**src/hdl/bfct_pkg.sv**
```systemverilog
package bfct_pkg;

	// Plane set and fixed-point format
	localparam int NUM_PLANES = 6;
	localparam int FRAC_BITS  = 16;
	localparam int COEF_W     = 32;
	localparam int IDX_W      = 3;
	localparam int PROD_W     = 2 * COEF_W;
	// seven exact terms of at most 2^63 each fit with three guard bits
	localparam int ACC_W      = 2 * COEF_W + 3;

	// Stream widths
	localparam int S_TDATA_W  = 328;
	localparam int M_TDATA_W  = 8;

	// Item kinds carried in tuser
	localparam logic OP_LOAD = 1'b0;
	localparam logic OP_TEST = 1'b1;

	typedef logic signed [COEF_W-1:0] coef_t;
	typedef logic [COEF_W-1:0]        mag_t;

	typedef struct packed {
		coef_t a;
		coef_t b;
		coef_t c;
		coef_t d;
	} plane_t;

	// box as it enters the products: centre signed, half extents as magnitudes
	typedef struct packed {
		coef_t cx;
		coef_t cy;
		coef_t cz;
		mag_t  hx;
		mag_t  hy;
		mag_t  hz;
	} box_t;

	// register load enables for the three datapath stages
	typedef struct packed {
		logic adv1;
		logic adv2;
		logic adv3;
	} pipe_ctl_t;

	// magnitude of a signed word; the most negative value maps to 2^(COEF_W-1)
	function automatic mag_t abs_mag(coef_t v);
		mag_t r;
		if (v[COEF_W-1]) begin
			r = mag_t'(-v);
		end else begin
			r = mag_t'(v);
		end
		return r;
	endfunction

endpackage

```
**src/hdl/bfct_plane_store.sv**
```systemverilog
module bfct_plane_store
	import bfct_pkg::*;
(
	input  logic   clk,
	input  logic   arst_n,
	input  logic   wr_en,
	input  logic [IDX_W-1:0] wr_idx,
	input  plane_t wr_plane,
	output plane_t planes [NUM_PLANES]
);

	plane_t planes_q [NUM_PLANES];

	// one plane written per load word; an index past the set matches no entry
	always_ff @(posedge clk or negedge arst_n) begin
		if (!arst_n) begin
			for (int p = 0; p < NUM_PLANES; p++) begin
				planes_q[p] <= '0;
			end
		end else if (wr_en) begin
			for (int p = 0; p < NUM_PLANES; p++) begin
				if (wr_idx == IDX_W'(p)) begin
					planes_q[p] <= wr_plane;
				end
			end
		end
	end

	assign planes = planes_q;

endmodule

```
**config.mk**
```make
export PLATFORM = sky130hd
export DESIGN_NAME = bfct_plane_store
export DESIGN_NICKNAME = d
export VERILOG_FILES = /design/src/hdl/bfct_pkg.sv /design/src/hdl/bfct_plane_store.sv
export SDC_FILE = /design/constraint.sdc
export NUM_CORES = 1
export LEC_CHECK = 0
export BUFFER_PORTS_ARGS = -buffer_cell sky130_fd_sc_hd__clkbuf_2
export CAP_MARGIN = 20
export CORE_AREA = 5 5 352 354
export DETAILED_ROUTE_END_ITERATION = 8
export DIE_AREA = 0 0 357 359
export GPL_TIMING_DRIVEN = 0
export PLACE_DENSITY = 0.45
export SLEW_MARGIN = 25
export SYNTH_ARGS = -nofsm -noshare
export SYNTH_HDL_FRONTEND = slang
export SYNTH_SLANG_ARGS = --single-unit
```
**constraint.sdc**
```tcl
create_clock -name clk -period 0.8 [get_ports clk]
set_input_delay 0.12 -clock clk [delete_from_list [all_inputs] [get_ports clk]]
set_output_delay 0.12 -clock clk [all_outputs]
set_load 0.02 [all_outputs]
```
# --- Yosys cells after proc, flatten, opt, wreduce, memory -nomap -nowiden ---
# Index checks and enable logic that the tools add are counted.
totals:
  ff_bits: 768
  latchBits: 0
  mem_bits_rw: 0
  mem_bits_ro: 0
  inputBits: 134
  output_inout_bits: 768
  word_cells: 36
  memories: 0
classes:
  n_addsub: 0
  mul: 0
  div_mod_pow: 0
  n_lt_le_gt_ge: 0
  n_eq_ne: 5
  shift: 0
  mux: 0
  bitwise_logic: 0
  n_reduce_logical: 7
ops:
  columns: ["operator", "count"]
  rows:
  - ["$reduce_and A2 Y1", 6]
  - ["$eq A3 B2 Y1 const B", 2]
  - ["$eq A3 B3 Y1 const B", 2]
  - ["$eq A3 B1 Y1 const B", 1]
  - ["$logic_not A3 Y1", 1]

# --- Logic depth before layout (Yosys ltp) ---
# Gate-level depths: netlist of run 1.
logic_depth:
  word_depth: 2
  mapped_depth: 4
  depth_no_buf: 2

# --- Worst setup path before layout of run 1 ---
# No wires, ideal clock.
synth_timing:
  path_kind: "input -> register"
  startpoint: "input wr_idx[0]"
  endpoint: "register planes_q, in the netlist planes[640]"
  setup_ps: 125
  t_arrival_ps: 1115
  required_ps: 675
  path_slack_ps: -440
  stages: 4
  n_path_buf: 2
  cell_sequence: "nor4b_2 > buf_4 > buf_6 > mux2_2"
synth_between:
  elab_chain_len: 2
synth_lines:
  columns: ["item", "line", "text"]
  rows:
  - ["from (decl)", "bfct_plane_store.sv:7", "input logic [IDX_W-1:0] wr_idx,"]
  - ["$logic_not A3 Y1", "bfct_plane_store.sv:22", "if (wr_idx == IDX_W'(p)) begin"]
  - ["$reduce_and A2 Y1 (no source line)", null, null]
  - ["to (signal, indexed assignment)", "bfct_plane_store.sv:23", "planes_q[p] <= wr_plane;"]
  - ["to (decl)", "bfct_plane_store.sv:12", "plane_t planes_q [NUM_PLANES];"]
# Every way passes these cells.
# A chain may end at the register's enable or synchronous reset.

# --- Final worst setup path of run 1 ---
layout_timing:
  startpoint: "register planes_q, in the netlist planes[132]"
  endpoint: "output planes[132] in the netlist's numbering"
layout_rtl:
  columns: ["item", "line", "text"]
  rows:
  - ["to (decl)", "bfct_plane_store.sv:9", "output plane_t planes [NUM_PLANES]"]
# No word-level cell between the ends.

==> run metrics, run 1 <==
RSZ-0062 raised after global routing=yes; violated checks=negative hold slack, negative setup slack; TritonCTS buffer count=90; CTS tree=yes; FMAX=728 MHz; count of cell types in the netlist=9; critical path class=reg2out; clk sinks=768; core area=121000 sq um; hold bufs inserted after CTS=128; CP Capture Type=output pin; syn_nets=1760; worst slew pin tran=461 ps; Final #Nets=3185; Iteration-0 DRC Markers=709; mapped cell area=28700 sq um; max_cap viols=0; layout cell share with drive strength beyond 1=0.693; clk_lat worst skew=660 ps; Pwr Density=2980 nW/um^2; met2 WL=60300 um; CP bufs+invs=1; setup violators final=1387; die area=128000 sq um; critical path arrival=1250 ps; vias per cell=4.22; Layout Skew=0 ps; vias in the first global route=21.2k; status=finished with violations; Die X=357 um; Max Slew Vio Count=0; DRC viols=0; DR pass1 iterations=4; Total Routed Length=121000 um; Setup WS pre-CTS=-1540 ps; Tot GR Track Use=0.165; final worst-path setup slack=-573 ps; worst hold slack=-669 ps; Post-Place Cells=4161; Mean Syn Cell Area=17.6 sq um; H-tree depth=3; largest net degree at the start of global routing=86; I/O pin count=902; max reg flops=768; setup TNS=-467270 ps; sequential area share after synthesis=0.670; DR WL met3=9830 um; CP required=680 ps; synthesized instance count=1626; Peak VDD IR=1910 uV; row count=128; vias=20.1k; Placer Congestion=0.857; remaining antenna violation count=0; wire per inst=25.5 um; fin cells=4747; Top Family by Delay on Critical Path=flip-flops; Worst-path clk slew=60 ps; Final period util=1.72; Leak=23.9 nW; Critical Path Start Type=flop; first-pass GRT wire length=156000 um; Clock Tree Root=clkbuf_16; initial antenna violation count=1; max layer used=met4; port bufs=901; Final Hold Violating Endpoints=236; HP Class=in2async; slowest CP cell=dfrtp_2; Max stage delay on crit path=450 ps; M1 WL=47000 um; synthesized flop and latch total=768; Synth Warn #=0; Initial Util=0.238; worst path cell trace=buf_8; area delta synth->final=77.7%; Worst Path Max Fanout=2; maximum clock path buffer count=3; grt ovf=0; Max-Slew Margin vs Limit=0.693; Post-DP HPWL=81100 um; Chip Height=359 um; Final min period=1370 ps
layer usage:
layer / GRT usage / vias up
met1: 0.190 / 10500
met5: 0 / -
met4: 0.0432 / 0
li1: - / 8619
met2: 0.292 / 706
met3: 0.0573 / 179
worst paths after layout:
kind / cells after the start / slack [ps] / from / endpoint
setup / recovery: 1 / -570 / planes[132]$_DFFE_PN0P_ / planes[132]
hold / removal: 1 / -670 / arst_n / planes[375]$_DFFE_PN0P_
setup reg to reg: 3 / -300 / planes[132]$_DFFE_PN0P_ / planes[132]$_DFFE_PN0P_
hold reg to reg: 1 / 510 / planes[615]$_DFFE_PN0P_ / planes[615]$_DFFE_PN0P_
max in group asynchronous: 4 / 10 / arst_n / planes[523]$_DFFE_PN0P_
min in group clk: 6 / 250 / wr_idx[1] / planes[703]$_DFFE_PN0P_
per-stage QoR:
stage	util	hold slack [ps]	instance area, sq um	power (W)
final	0.422	-669	51000	0.152
after global routing	0.422	-700	51000	0.158
after CTS	0.370	-728	44600	0.140
after detailed placement	0.305	172	36800	0.0892
after global placement	0.303	414	36600	0.0883
after floorplan	-	-176	30000	0.0729
cell usage after synthesis:
library cell	count	area share
nor4b_2	1	0.00052
buf_6	48	0.019
buf_2	27	0.0047
mux2_2	408	0.16
buf_4	9	0.0024
mux2_1	360	0.14
and4bb_1	3	0.0013
nand4b_1	2	0.00061
dfrtp_1	768	0.67
cell families after synthesis:
kind of cell           Yosys count  share of synthesized area
buffers and inverters           84                     0.0259
flip-flops                     768                      0.670
AND/OR/NAND/NOR                  6                    0.00244
multiplexers                   768                      0.302
repair_timing:
action                     4_1_cts  5_1_grt
hold endpoints to repair      1038      236
setup buffers                   96      165
resized for setup              584     2037
setup endpoints to repair     1767     1737
pin swaps                        0        4
cloned                           5       34
layout make-up:
cell class	count	area, sq um
Antenna cell	2	5.00
Buffer	84	1280
Clock buffer	132	2690
Clock inverter	29	419
Fill cell	10900	69800
Multi-Input combinational cell	774	10400
Sequential cell	768	19200
Tap cell	1625	2030
Timing Repair Buffer	1333	14900
layout by cell type, fill, tap and decap left out, drive strengths merged, types with 3 or more instances in the layout:
cell type | Yosys | layout
clkinvlp | 0 | 3
bufbuf | 0 | 3
mux2 | 768 | 768
clkbuf | 0 | 366
and4bb | 3 | 3
dlygate4sd3 | 0 | 128
dfrtp | 768 | 768
buf | 84 | 1052
clkinv | 0 | 18
bufinv | 0 | 6
power breakdown:
part / switching [W] / leakage [nW] / total (W) / internal, W
clock network: 0.0171 / 1.52 / 0.0425 / 0.0254
registers: 0.00719 / 9.22 / 0.0547 / 0.0475
logic: 0.0232 / 13.1 / 0.0547 / 0.0315
Note: power is estimated with default switching activity, not from simulation.
==> inputs of run 2 (changes only) <==
==> constraint.sdc (replaced) <==
create_clock -name clk -period 0.8 [get_ports clk]
set_input_delay 0.12 -clock clk [delete_from_list [all_inputs] [get_ports clk]]
set_output_delay 0.12 -clock clk [all_outputs]
set_load 0.01 [all_outputs]
==> run 2 against run 1 <==
  * The flow still finishes with violations (negative hold slack, negative setup slack)
  * Combinational power shrank 32%
  * First-iteration DRC count shrank 9.9%
  * Sequential power shrank 3%
  * Cell area shrank 12%
  * Non-clock buffer count shrank 70
  * Wire length shrank 9.3%
  * Utilization shrank 5.0 points
  * Sequential share of layout area grew 5.1 points
  * Fmax grew 1.4%
  * Flip-flop and latch count is the same
  * Largest power group unchanged
  * Highest routed layer unchanged
==> run metrics, run 2 (synthesis gave the netlist of run 1 again) <==
status=finished with violations; violated checks=negative hold slack, negative setup slack; HP Class=in2async; DRC viols=0 (unchanged); Initial Util=0.238 (unchanged); fin cells=4678 (-1.5%); Peak VDD IR=1710 uV (-11%); Pwr Density=2950 nW/um^2 (-1.1%); Worst-path clk slew=60 ps (about the same); Layout Skew=0 ps (unchanged); grt ovf=0 (unchanged); layout cell share with drive strength beyond 1=0.672 (-0.0205); critical path class=reg2out; Final Hold Violating Endpoints=236 (unchanged); final worst-path setup slack=-554 ps (+18.5 ps); CP Capture Type=output pin; Post-Place Cells=4161 (unchanged); max reg flops=768 (unchanged); I/O pin count=902 (unchanged); Total Routed Length=110000 um (-9.3%); Clock Tree Root=clkbuf_16; CP required=680 ps (about the same); worst hold slack=-661 ps (+7.67 ps); Final min period=1350 ps (-18.5 ps); commonest cells after routing, fill and taps aside=dfrtp_1, clkbuf_2, mux2_2; first-pass GRT wire length=155000 um (-0.51%); Die X=357 um (unchanged); initial antenna violation count=6 (+5); clk_lat worst skew=650 ps (about the same); Placer Congestion=0.857 (unchanged); Iteration-0 DRC Markers=639 (-9.9%); Post-DP Area=36800 sq um (unchanged); worst path cell trace=buf_6; Final period util=1.69 (-0.0231); setup violators final=1557 (+12%); area delta synth->final=56.7%; wire per inst=23.4 um (-7.9%); Max stage delay on crit path=450 ps (about the same); Final #Nets=3115 (-2.2%); Leak=21.5 nW (-9.8%); largest net degree at the start of global routing=86 (unchanged); Tot GR Track Use=0.164 (-0.000643); core area=121000 sq um (unchanged); H-tree depth=3 (unchanged); TritonCTS buffer count=90 (unchanged); row count=128 (unchanged); Worst Path Max Fanout=2 (unchanged); die area=128000 sq um (unchanged); critical path arrival=1230 ps (-20 ps); vias in the first global route=21.3k (+0.45%); setup TNS=-485900 ps (-18630 ps); slowest CP cell=dfrtp_2; clk sinks=768 (unchanged); Critical Path Start Type=flop; port bufs=901 (unchanged); DR pass1 iterations=6 (+2); worst slew pin tran=463 ps (+2.48 ps); CTS tree=yes; Fill cells=11.6k (+6.9%); Max Slew Vio Count=0 (unchanged); FMAX=738 MHz (+1.4%); CP bufs+invs=1 (unchanged); maximum clock path buffer count=3 (unchanged); commonest non-fill, non-tap cell in the layout=dfrtp_1; cell area after layout=44900 sq um (-12%); hold bufs inserted after CTS=128 (unchanged); RSZ-0062 raised after global routing=yes; remaining antenna violation count=0 (unchanged); vias per cell=4.15 (-1.8%); Layout Utilization=0.372 (-0.0499); Max-Slew Margin vs Limit=0.691 (-0.00165); vias=19.4k (-3.2%); Chip Height=359 um (unchanged); Post-DP HPWL=81100 um (unchanged); Top Family by Delay on Critical Path=flip-flops; max_cap viols=0 (unchanged)
run 2: metrics by stage:
step | power, W | setup slack [ps]
3_5_place_dp | 0.0825 | -1540
5_1_grt | 0.139 | -630
4_1_cts | 0.130 | -672
3_3_place_gp | 0.0816 | -18150
6_report | 0.132 | -554
2_1_floorplan | 0.0663 | -411
run 2: area by class of cell:
cell class	instances	area, sq um	area share
multi-input cells	774	9920	0.221
clock buffers	132	2690	0.0599
clock inverters	29	419	0.00933
flip-flops and latches	768	19200	0.428
diodes	3	7.51	0.000167
plain buffers	84	918	0.0204
repair buffers	1263	9730	0.217
well taps	1625	2030	0.0452
run 2: final timing paths:
check | from | end | slack [ps] | cells after the start
setup / recovery | planes[132]$_DFFE_PN0P_ | planes[132] | -550 | 1
hold / removal | arst_n | planes[375]$_DFFE_PN0P_ | -660 | 1
setup reg to reg | planes[613]$_DFFE_PN0P_ | planes[613]$_DFFE_PN0P_ | -230 | 3
hold reg to reg | planes[616]$_DFFE_PN0P_ | planes[616]$_DFFE_PN0P_ | 480 | 1
max in group asynchronous | arst_n | planes[425]$_DFFE_PN0P_ | -110 | 4
min in group clk | wr_idx[2] | planes[760]$_DFFE_PN0P_ | 190 | 4
run 2: per-layer routing:
metal / share of wire / vias up / wire length (um) / global-route usage
met2: 0.50 / 692 / 54400 / 0.284
li1: - / 8469 / - / -
met5: 0 / - / 0 / 0
met3: 0.085 / 175 / 9300 / 0.0583
met1: 0.38 / 10100 / 42100 / 0.189
met4: 0.036 / 0 / 3910 / 0.0557
run 2: where the power goes:
group          total [W]  internal, W  switching (W)
Clock             0.0423       0.0254         0.0169
Combinational     0.0372       0.0214         0.0158
Sequential        0.0529       0.0475        0.00541
run 2: repair_timing:
item | CTS | global route
cloned | 5 | 0
endpoints found under the setup margin | 1767 | 1727
resized for setup | 91 | 687
setup buffers | 152 | 68
endpoints found under the hold margin | 1038 | 236
